**src/sv/hws_pkg.sv**
```systemverilog
`timescale 1ns / 1ps
`default_nettype none
package hws_pkg;
   localparam int CORDIC_STEPS_DEF = 16;
   localparam int ATAN_ENTRIES = 24;
   localparam int INV_GAIN_Q16 = 39797;
   localparam int QDEPTH = 2;

   localparam logic [14:0] HARD_RST = 15'd16384;
   localparam logic [14:0] SOFT_RST = 15'd12743;
   localparam logic [14:0] NOT_RST = 15'd1820;
   localparam logic [14:0] MAXS_RST = 15'd2560;

   localparam logic [1:0] REG_HARD = 2'd0;
   localparam logic [1:0] REG_SOFT = 2'd1;
   localparam logic [1:0] REG_NOT = 2'd2;
   localparam logic [1:0] REG_MAXS = 2'd3;

   typedef enum logic [1:0] {MODE_NO = 2'd0, MODE_SOFT = 2'd1, MODE_HARD = 2'd2} mode_type;

   typedef enum logic [2:0] {S_IDLE, S_ITER, S_GAIN, S_MODE, S_DIV, S_OUT} back_state_type;

   typedef struct packed {
      logic        zero;
      logic signed [25:0] x;
      logic signed [25:0] y;
      logic signed [33:0] z;
   } job_type;

   typedef struct packed {
      logic [14:0] hard;
      logic [14:0] softt;
      logic [14:0] nott;
      logic [14:0] maxs;
   } cfg_type;

   function automatic logic [31:0] atan_lookup(input logic [4:0] i);
      logic [31:0] r;
      begin
         case (i)
            5'd0: r = 32'h20000000; 5'd1: r = 32'h12E4051E; 5'd2: r = 32'h09FB385B;
            5'd3: r = 32'h051111D4; 5'd4: r = 32'h028B0D43; 5'd5: r = 32'h0145D7E1;
            5'd6: r = 32'h00A2F61E; 5'd7: r = 32'h00517C55; 5'd8: r = 32'h0028BE53;
            5'd9: r = 32'h00145F2F; 5'd10: r = 32'h000A2F98; 5'd11: r = 32'h000517CC;
            5'd12: r = 32'h00028BE6; 5'd13: r = 32'h000145F3; 5'd14: r = 32'h0000A2FA;
            5'd15: r = 32'h0000517D; 5'd16: r = 32'h000028BE; 5'd17: r = 32'h0000145F;
            5'd18: r = 32'h00000A30; 5'd19: r = 32'h00000518; 5'd20: r = 32'h0000028C;
            5'd21: r = 32'h00000146; 5'd22: r = 32'h000000A3; 5'd23: r = 32'h00000051;
            default: r = 32'h0;
         endcase
         return r;
      end
   endfunction
endpackage
`default_nettype wire

```
**src/sv/heading_to_wheel_speeds.sv**
```systemverilog
`timescale 1ns / 1ps
`default_nettype none
// Heading vector to differential wheel speeds.
// Request channel: req_push/req_full with req_heading_x/y (signed Q8.8).
// A request is taken when push is high and full is low; a two-entry queue
// holds requests pre-rotated into the right half plane.
// Result channel: rsp_empty/rsp_pop with left/right speed and turn mode;
// the result is valid while empty is low and leaves on pop.
// Steps: the job is taken out of the queue, then CORDIC_STEPS iterations (at
// most ATAN_ENTRIES, one per cycle), gain, mode update and output, with a serial
// divide before the output in soft turn. One request is worked on at a time:
// the next one is taken from the queue only after the last has gone to output.
// A finished result waits in the output register; while it is not popped
// the next request finishes computing and waits, the queue keeps filling.
// Reset: thresholds and max speed take their defaults, mode is no turn,
// queue and result register are empty.
// CSR: APB writes at byte address 4*i, reads return the register.
module heading_to_wheel_speeds #(
   parameter int CORDIC_STEPS = hws_pkg::CORDIC_STEPS_DEF
) (
   input  wire                clock,
   input  wire                reset,
   input  wire                req_push,
   output logic               req_full,
   input  wire signed [15:0]  req_heading_x,
   input  wire signed [15:0]  req_heading_y,
   output logic               rsp_empty,
   input  wire                rsp_pop,
   output logic signed [16:0] rsp_left_speed,
   output logic signed [16:0] rsp_right_speed,
   output logic [1:0]         rsp_turn_mode,
   input  wire                csr_psel,
   input  wire                csr_penable,
   input  wire                csr_pwrite,
   input  wire [3:0]          csr_paddr,
   input  wire [31:0]         csr_pwdata,
   output logic [31:0]        csr_prdata,
   output logic               csr_pready
);
   hws_pkg::cfg_type cfg_ff, cfg_in;
   hws_pkg::job_type job;
   logic job_valid, job_take, wr;

   assign csr_pready = 1'b1;
   assign wr = csr_psel && csr_penable && csr_pwrite;

   always_comb begin
      cfg_in = cfg_ff;
      if (wr && csr_paddr[1:0] == 2'b00) begin
         case (csr_paddr[3:2])
            hws_pkg::REG_HARD: cfg_in.hard = csr_pwdata[14:0];
            hws_pkg::REG_SOFT: cfg_in.softt = csr_pwdata[14:0];
            hws_pkg::REG_NOT:  cfg_in.nott = csr_pwdata[14:0];
            hws_pkg::REG_MAXS: cfg_in.maxs = csr_pwdata[14:0];
            default: ;
         endcase
      end
      case (csr_paddr[3:2])
         hws_pkg::REG_HARD: csr_prdata = {17'd0, cfg_ff.hard};
         hws_pkg::REG_SOFT: csr_prdata = {17'd0, cfg_ff.softt};
         hws_pkg::REG_NOT:  csr_prdata = {17'd0, cfg_ff.nott};
         default:           csr_prdata = {17'd0, cfg_ff.maxs};
      endcase
   end

   always_ff @(posedge clock) begin
      if (reset) begin
         cfg_ff <= '{hard: hws_pkg::HARD_RST, softt: hws_pkg::SOFT_RST,
                     nott: hws_pkg::NOT_RST, maxs: hws_pkg::MAXS_RST};
      end else begin
         cfg_ff <= cfg_in;
      end
   end

   hws_front u_front (
      .clock, .reset, .req_push, .req_full, .req_heading_x, .req_heading_y,
      .job_valid, .job_take, .job
   );

   hws_back #(.CORDIC_STEPS(CORDIC_STEPS)) u_back (
      .clock, .reset, .job_valid, .job_take, .job, .cfg(cfg_ff),
      .rsp_empty, .rsp_pop, .rsp_left_speed, .rsp_right_speed, .rsp_turn_mode
   );

   a_mode_ok: assert property (@(posedge clock) disable iff (reset)
      rsp_turn_mode != 2'd3) else $error("bad turn mode");
   a_hard_sym: assert property (@(posedge clock) disable iff (reset)
      (!rsp_empty && rsp_turn_mode == hws_pkg::MODE_HARD) |->
      (rsp_left_speed == -rsp_right_speed)) else $error("hard turn not symmetric");
   a_hold: assert property (@(posedge clock) disable iff (reset)
      (!rsp_empty && !rsp_pop) |=> (!rsp_empty && $stable(rsp_left_speed)))
      else $error("result dropped");
endmodule
`default_nettype wire

```
**src/sv/hws_front.sv**
```systemverilog
`timescale 1ns / 1ps
`default_nettype none
// Accepts a request, does the quadrant pre-rotation and queues the job.
module hws_front (
   input  wire                 clock,
   input  wire                 reset,
   input  wire                 req_push,
   output logic                req_full,
   input  wire signed [15:0]   req_heading_x,
   input  wire signed [15:0]   req_heading_y,
   output logic                job_valid,
   input  wire                 job_take,
   output hws_pkg::job_type    job
);
   localparam int QDEPTH = hws_pkg::QDEPTH;
   localparam int AW = (QDEPTH > 1) ? $clog2(QDEPTH) : 1;
   hws_pkg::job_type mem_ff [QDEPTH];
   logic [AW-1:0] wp_ff, wp_in, rp_ff, rp_in;
   logic [AW:0] cnt_ff, cnt_in;
   hws_pkg::job_type nj;
   logic signed [25:0] xs, ys;
   logic push_ok, pop_ok;

   always_comb begin
      xs = 26'(req_heading_x) <<< 8;
      ys = 26'(req_heading_y) <<< 8;
      nj.zero = (req_heading_x == 16'sd0) && (req_heading_y == 16'sd0);
      nj.x = xs;
      nj.y = ys;
      nj.z = 34'sd0;
      if (xs < 0) begin
         if (ys >= 0) begin
            nj.x = ys; nj.y = -xs; nj.z = 34'sd1 <<< 30;
         end else begin
            nj.x = -ys; nj.y = xs; nj.z = -(34'sd1 <<< 30);
         end
      end
   end

   assign req_full = (cnt_ff == (AW+1)'(QDEPTH));
   assign push_ok = req_push && !req_full;
   assign job_valid = (cnt_ff != '0);
   assign pop_ok = job_take && job_valid;
   assign job = mem_ff[rp_ff];

   always_comb begin
      wp_in = wp_ff; rp_in = rp_ff; cnt_in = cnt_ff;
      if (push_ok) wp_in = (wp_ff == AW'(QDEPTH-1)) ? '0 : wp_ff + 1'b1;
      if (pop_ok) rp_in = (rp_ff == AW'(QDEPTH-1)) ? '0 : rp_ff + 1'b1;
      cnt_in = cnt_ff + (AW+1)'(push_ok) - (AW+1)'(pop_ok);
   end

   always_ff @(posedge clock) begin
      if (reset) begin
         wp_ff <= '0; rp_ff <= '0; cnt_ff <= '0;
      end else begin
         wp_ff <= wp_in; rp_ff <= rp_in; cnt_ff <= cnt_in;
      end
   end

   always_ff @(posedge clock) begin
      if (push_ok) mem_ff[wp_ff] <= nj;
   end
endmodule
`default_nettype wire

```
**src/sv/hws_back.sv**
```systemverilog
`timescale 1ns / 1ps
`default_nettype none
// CORDIC iterations, gain, mode update, then a restoring divide for soft turn.
module hws_back #(
   parameter int CORDIC_STEPS = hws_pkg::CORDIC_STEPS_DEF
) (
   input  wire                 clock,
   input  wire                 reset,
   input  wire                 job_valid,
   output logic                job_take,
   input  hws_pkg::job_type    job,
   input  hws_pkg::cfg_type    cfg,
   output logic                rsp_empty,
   input  wire                 rsp_pop,
   output logic signed [16:0]  rsp_left_speed,
   output logic signed [16:0]  rsp_right_speed,
   output logic [1:0]          rsp_turn_mode
);
   localparam int NSTEP = (CORDIC_STEPS < hws_pkg::ATAN_ENTRIES) ?
                          CORDIC_STEPS : hws_pkg::ATAN_ENTRIES;
   hws_pkg::back_state_type st_ff, st_in;
   logic [4:0] i_ff, i_in;
   logic signed [25:0] x_ff, x_in, y_ff, y_in;
   logic signed [33:0] z_ff, z_in;
   logic zero_ff, zero_in;
   logic [42:0] prod_ff, prod_in;
   logic signed [15:0] a_ff, a_in;
   logic [15:0] m_ff, m_in;
   logic [1:0] mode_ff, mode_in;
   logic [1:0] tm_ff, tm_in;
   logic [16:0] base_ff, base_in;
   logic [31:0] rem_ff, rem_in, num_ff, num_in;
   logic [15:0] q_ff, q_in;
   logic [5:0] dc_ff, dc_in;
   logic signed [16:0] l_ff, l_in, r_ff, r_in;
   logic full_ff, full_in;
   logic signed [25:0] dx, dy;
   logic signed [33:0] zr;
   logic [26:0] lenw;
   logic [16:0] hardw;
   logic [32:0] trial;
   logic signed [17:0] s1, s2;

   always_comb begin
      st_in = st_ff; i_in = i_ff; x_in = x_ff; y_in = y_ff; z_in = z_ff;
      zero_in = zero_ff; prod_in = prod_ff; a_in = a_ff; m_in = m_ff;
      mode_in = mode_ff; base_in = base_ff; rem_in = rem_ff; num_in = num_ff;
      q_in = q_ff; dc_in = dc_ff; l_in = l_ff; r_in = r_ff; full_in = full_ff;
      tm_in = tm_ff;
      job_take = 1'b0;
      dx = y_ff >>> i_ff;
      dy = x_ff >>> i_ff;
      zr = (z_ff + 34'sd32768) >>> 16;
      lenw = 27'((prod_ff + 43'd8388608) >> 24);
      hardw = {2'b0, cfg.hard};
      trial = {rem_ff, num_ff[31]} - {15'd0, hardw, 1'b0};
      s1 = '0; s2 = '0;
      if (full_ff && rsp_pop) full_in = 1'b0;
      case (st_ff)
         hws_pkg::S_IDLE: if (job_valid) begin
            job_take = 1'b1;
            x_in = job.x; y_in = job.y; z_in = job.z; zero_in = job.zero;
            i_in = '0;
            st_in = (NSTEP == 0) ? hws_pkg::S_GAIN : hws_pkg::S_ITER;
         end
         hws_pkg::S_ITER: begin
            if (y_ff >= 0) begin
               x_in = x_ff + dx; y_in = y_ff - dy;
               z_in = z_ff + $signed({2'b0, hws_pkg::atan_lookup(i_ff)});
            end else begin
               x_in = x_ff - dx; y_in = y_ff + dy;
               z_in = z_ff - $signed({2'b0, hws_pkg::atan_lookup(i_ff)});
            end
            i_in = i_ff + 1'b1;
            if (i_ff == 5'(NSTEP-1)) st_in = hws_pkg::S_GAIN;
         end
         hws_pkg::S_GAIN: begin
            // x is nonnegative here
            prod_in = 43'(x_ff[25:0]) * 43'(hws_pkg::INV_GAIN_Q16);
            a_in = zero_ff ? 16'sd0 : zr[15:0];
            st_in = hws_pkg::S_MODE;
         end
         hws_pkg::S_MODE: begin
            base_in = zero_ff ? 17'd0 :
                      ((lenw < {12'd0, cfg.maxs}) ? lenw[16:0] : {2'b0, cfg.maxs});
            m_in = a_ff[15] ? 16'(-a_ff) : a_ff;
            if (m_in <= {1'b0, cfg.nott}) mode_in = hws_pkg::MODE_NO;
            else if (m_in > {1'b0, cfg.hard}) mode_in = hws_pkg::MODE_HARD;
            else if (mode_ff == hws_pkg::MODE_NO && m_in > {1'b0, cfg.softt})
               mode_in = hws_pkg::MODE_SOFT;
            // numerator 2*B*(h-m)+h, later divided by 2h; m <= h in soft turn
            num_in = {14'd0, base_in, 1'b0} * {15'd0, hardw - {1'b0, m_in}} +
                     {15'd0, hardw};
            rem_in = '0; q_in = '0; dc_in = '0;
            st_in = (mode_in == hws_pkg::MODE_SOFT && cfg.hard != 15'd0) ?
                    hws_pkg::S_DIV : hws_pkg::S_OUT;
         end
         hws_pkg::S_DIV: begin
            // restoring divide of num by 2h, one bit per cycle
            if (!trial[32]) rem_in = trial[31:0];
            else rem_in = {rem_ff[30:0], num_ff[31]};
            num_in = {num_ff[30:0], 1'b0};
            q_in = {q_ff[14:0], !trial[32]};
            dc_in = dc_ff + 1'b1;
            if (dc_ff == 6'd31) st_in = hws_pkg::S_OUT;
         end
         hws_pkg::S_OUT: if (!full_ff || rsp_pop) begin
            case (mode_ff)
               hws_pkg::MODE_SOFT: begin
                  s1 = (cfg.hard != 15'd0) ? $signed({2'b0, q_ff}) : 18'sd0;
                  s2 = $signed({base_ff, 1'b0}) - s1;
               end
               hws_pkg::MODE_HARD: begin
                  s1 = -$signed({3'b0, cfg.maxs}); s2 = $signed({3'b0, cfg.maxs});
               end
               default: begin
                  s1 = $signed({1'b0, base_ff}); s2 = s1;
               end
            endcase
            if (!a_ff[15] && a_ff != 16'sd0) begin
               l_in = s1[16:0]; r_in = s2[16:0];
            end else begin
               l_in = s2[16:0]; r_in = s1[16:0];
            end
            tm_in = mode_ff;
            full_in = 1'b1;
            st_in = hws_pkg::S_IDLE;
         end
         default: st_in = hws_pkg::S_IDLE;
      endcase
   end

   always_ff @(posedge clock) begin
      if (reset) begin
         st_ff <= hws_pkg::S_IDLE; mode_ff <= hws_pkg::MODE_NO; full_ff <= 1'b0;
         tm_ff <= hws_pkg::MODE_NO;
      end else begin
         st_ff <= st_in; mode_ff <= mode_in; full_ff <= full_in;
         tm_ff <= tm_in;
      end
   end

   always_ff @(posedge clock) begin
      i_ff <= i_in; x_ff <= x_in; y_ff <= y_in; z_ff <= z_in; zero_ff <= zero_in;
      prod_ff <= prod_in; a_ff <= a_in; m_ff <= m_in; base_ff <= base_in;
      rem_ff <= rem_in; num_ff <= num_in; q_ff <= q_in; dc_ff <= dc_in;
      l_ff <= l_in; r_ff <= r_in;
   end

   assign rsp_empty = !full_ff;
   assign rsp_left_speed = l_ff;
   assign rsp_right_speed = r_ff;
   assign rsp_turn_mode = tm_ff;
endmodule
`default_nettype wire
```
**config.mk**
```make
export PLATFORM = sky130hd
export DESIGN_NAME = heading_to_wheel_speeds
export DESIGN_NICKNAME = d
export VERILOG_FILES = /design/src/sv/hws_pkg.sv /design/src/sv/heading_to_wheel_speeds.sv /design/src/sv/hws_front.sv /design/src/sv/hws_back.sv
export SDC_FILE = /design/constraint.sdc
export NUM_CORES = 2
export LEC_CHECK = 0
export ABC_CLOCK_PERIOD_IN_PS = 9800
export BUFFER_PORTS_ARGS = -buffer_cell sky130_fd_sc_hd__buf_2
export CAP_MARGIN = 0
export CELL_PAD_IN_SITES_DETAIL_PLACEMENT = 1
export CELL_PAD_IN_SITES_GLOBAL_PLACEMENT = 1
export CORE_MARGIN = 10
export CORE_UTILIZATION = 40
export CTS_CLUSTER_SIZE = 28
export DETAILED_ROUTE_END_ITERATION = 7
export PLACE_DENSITY = 0.74
export RECOVER_POWER = 100
export SYNTH_ARGS = -nofsm -noshare
export SYNTH_HDL_FRONTEND = slang
export SYNTH_SLANG_ARGS = --single-unit
```
**constraint.sdc**
```tcl
create_clock -name clock -period 9.8 [get_ports clock]
set_input_delay 1.47 -clock clock [delete_from_list [all_inputs] [get_ports clock]]
set_output_delay 1.47 -clock clock [all_outputs]
set_load 0.02 [all_outputs]
```
==> flow_metrics.py <==
metrics = {
    "setup_path": {
        "slowest_delay_ps": 570,
        "path_buf_inv": 11,
        "r2r_cells": 40,
        "arrival_ps": 10300,
        "critical_path.most_common_cell": "fa_1",
        "criticalPathCategory": "reg -> reg",
        "critPathTopFamily": "adder cells",
        "crit_fanout": 7,
        "cp_num_cells": 40,
        "crit_path_top_delay_cell": "fa_1",
        "endpoint_kind": "flip-flop",
        "required_ps": 10200,
        "startpoint_type": "flip-flop",
    },
    "yosys": {
        "synthArstFlopShare_pct": 0,
        "synth_compound_area_share_pct": 12.96,
        "synth_top_family_by_area": "adder cells",
        "synth_ff_type": "edfxtp_1",
        "synthCells": 5323,
        "synthTopCellsByCount": "inv_1, nand2_1, ha_1",
        "yosys.area.top_type": "edfxtp_1",
        "synth_xor_area_share_pct": 5.710,
        "synth_edf_count": 339,
        "syn_area_per_cell_sq_um": 9.249,
        "netlist_area_sq_mm": 0.04923,
        "synth-simple-area-share_pct": 14.98,
        "ys_seq_area_share_pct": 24.86,
        "synth_most_common_cell": "inv_1",
        "synth_area_leaders": "edfxtp_1, fa_1, ha_1, inv_1, dfxtp_1",
        "synthMuxAreaShare_pct": 5.774,
        "ys_types": 93,
        "synth_top_area_share_pct": 20.68,
        "yosysWarnings": 0,
        "yosys.area_share.adder_pct": 28.43,
        "ys_seq_elements": 442,
    },
    "cts": {
        "cts-root-buf": "clkbuf_16",
        "numCtsBuffers": 54,
        "tritoncts": "done",
        "clock-sinks": 442,
        "clock_path_buffers": 3,
        "path_clk_slew_ps": 60,
        "clk_latency_ps": 680,
        "h-tree-depth": 2,
    },
    "floorplan": {
        "die_x_um": 370.8,
        "die_y_um": 370.8,
        "core_area_sq_mm": 0.1220,
        "dieArea_sq_mm": 0.1375,
        "initial_core_util_pct": 40.34,
        "ios": 146,
        "rows": 128,
    },
    "global_route": {
        "first_global_vias": 44360,
        "track_usage_pct": 22.55,
        "grt_overflow_total": 0,
        "grt_pass1_wl_um": 248800,
        "antenna_found_initial": 6,
        "grt_max_degree": 80,
    },
    "cells_and_area": {
        "fill_cells": 13980,
        "areaGrowthSynthToFinish_pct": 17.26,
        "finalNetCount": 6708,
        "post-route-util_pct": 47.31,
        "drive_gt1_share_pct": 16.91,
        "final_cell_count_no_fill": 7432,
    },
    "sta": {
        "fmax_mhz": 101.1,
        "relSlewSlack_pct": -166.3,
        "worst_slack_ps": -91.72,
        "finClkSkew_ps": 44.95,
        "maxSlewViolCount": 181,
        "tightest_slew_ps": 3994,
        "rsz0062_at_grt": "yes",
        "finalSetupTns_ps": -285.4,
        "fin_crit_ps": 9892,
        "period_share_pct": 100.9,
        "hold_viol": 0,
        "finalSetupViolations": 5,
    },
    "placed_design": {
        "dpl.cell_count": 7260,
        "port_buffers": 110,
        "dpl_worst_slack_ps": -565.0,
        "finalWeightedCongestion": 0.9250,
        "dpl.hpwl_um": 124000,
    },
    "job": {
        "cap_violations": 3,
    },
    "min_path": {
        "worstHoldPathCells": 2,
        "hp-class": "reg -> reg",
    },
    "drt": {
        "route.top_layer_used": "met4",
        "met3_length_um": 9436,
        "dr.pass1.iters": 7,
        "drcViolationCount": 0,
        "routed_wl_um": 164200,
        "vias_per_cell": 5.633,
        "via_count": 41860,
        "antenna_left": 0,
        "wl_met2_um": 80610,
        "wl_met1_um": 68110,
        "drt_iter0_markers": 2770,
        "wl_per_cell_um": 22.10,
    },
    "run_status": {
        "outcome": "finished, violations left",
        "violations": "capacitance limit, slew limit, setup timing",
    },
}
==> kinds of logic after synthesis <==
family          count (synthesis)
simple gates                 1565
compound gates                997
buf+inv                       916
fa+ha+maj                     872
flops                         442
xor+xnor                      321
mux                           208
other cells                     2
==> cells in the final DEF (no fill, tap or decap), types with 72 or more instances in the layout <==
cell type  count
nand3_1       72
xor2_1       123
ha_1         433
buf_4        410
buf_2        108
dfxtp_1      102
nand2_1      512
a21oi_1      264
a21o_1        75
fa_1         395
mux2i_1      121
o21ai_0      198
nor3_1        90
edfxtp_1     339
inv_1        656
xnor2_1      182
nor2_1       393
==> worst register-to-register path, delay by kind of cell, from the launching register on <==
family | cells | cell delay, ps
AOI/OAI and AO/OA | 6 | 1360
xor gates and xnor gates | 1 | 130
adders and majority gates | 9 | 3990
buffers and inverters | 11 | 1270
DFF | 1 | 350
muxes | 1 | 250
and+or+nand+nor | 12 | 2320
==> timing repair <==
item                       CTS  global route
hold buffers                 0             0
setup endpoints to repair   13            17
setup buffers               22            52
cloned                       0             1
pin swaps                   59           148
resized for setup          101           214
==> metal layers <==
layer	GRT usage (%)	up-vias
li1	-	19180
met1	28.80	21080
met2	39.12	1229
met3	3.129	370
met4	7.170	0
met5	0	-
==> registers in the layout, indices dropped and copies added (netlist names), 3 cells and up, named ones only <==
register                count
u_front.mem_ff             78
u_back.st_ff                3
u_back.base_ff             17
u_back.z_ff                32
u_back.dc_ff                6
u_back.num_ff              32
u_back.rsp_right_speed     16
u_back.prod_ff             19
u_back.rem_ff              32
cfg_ff                     60
u_back.i_ff                 5
u_back.rsp_left_speed      17
u_back.y_ff                26
u_back.x_ff                26
u_back.q_ff                16
u_back.a_ff                16
==> worst paths after layout <==
path	from	to	slack, ps
setup / recovery	u_back.prod_ff[23]	u_back.num_ff[31]	-90
hold / removal	cfg_ff[29]	cfg_ff[29]	480
setup reg to reg	u_back.prod_ff[23]	u_back.num_ff[31]	-90
hold reg to reg	cfg_ff[29]	cfg_ff[29]	480
==> through the flow <==
step / hold slack [ps] / cell area (sq um)
detailed placement: 468.6 / 54000
global placement: 458.1 / 54000
finish: 475.4 / 57730
global route: 501.9 / 57730
floorplan: 446.1 / 49470
CTS: 477.1 / 56410
==> area by class of cell <==
| type | count | area [sq um] | share of cell area, % |
|---|---|---|---|
| multi-input combinational | 4016 | 34970 | 60.58 |
| sequential | 442 | 12240 | 21.21 |
| timing repair buffer | 555 | 4065 | 7.041 |
| inverter | 692 | 2619 | 4.536 |
| tap | 1625 | 2033 | 3.522 |
| clock buffer | 64 | 1410 | 2.442 |
| clock inverter | 37 | 385.4 | 0.6675 |
| antenna | 1 | 2.502 | 0.004334 |
Power is left out: the tool's default activity adds up to more than one toggle a clock period on the data nets, which glitch-free logic cannot reach.
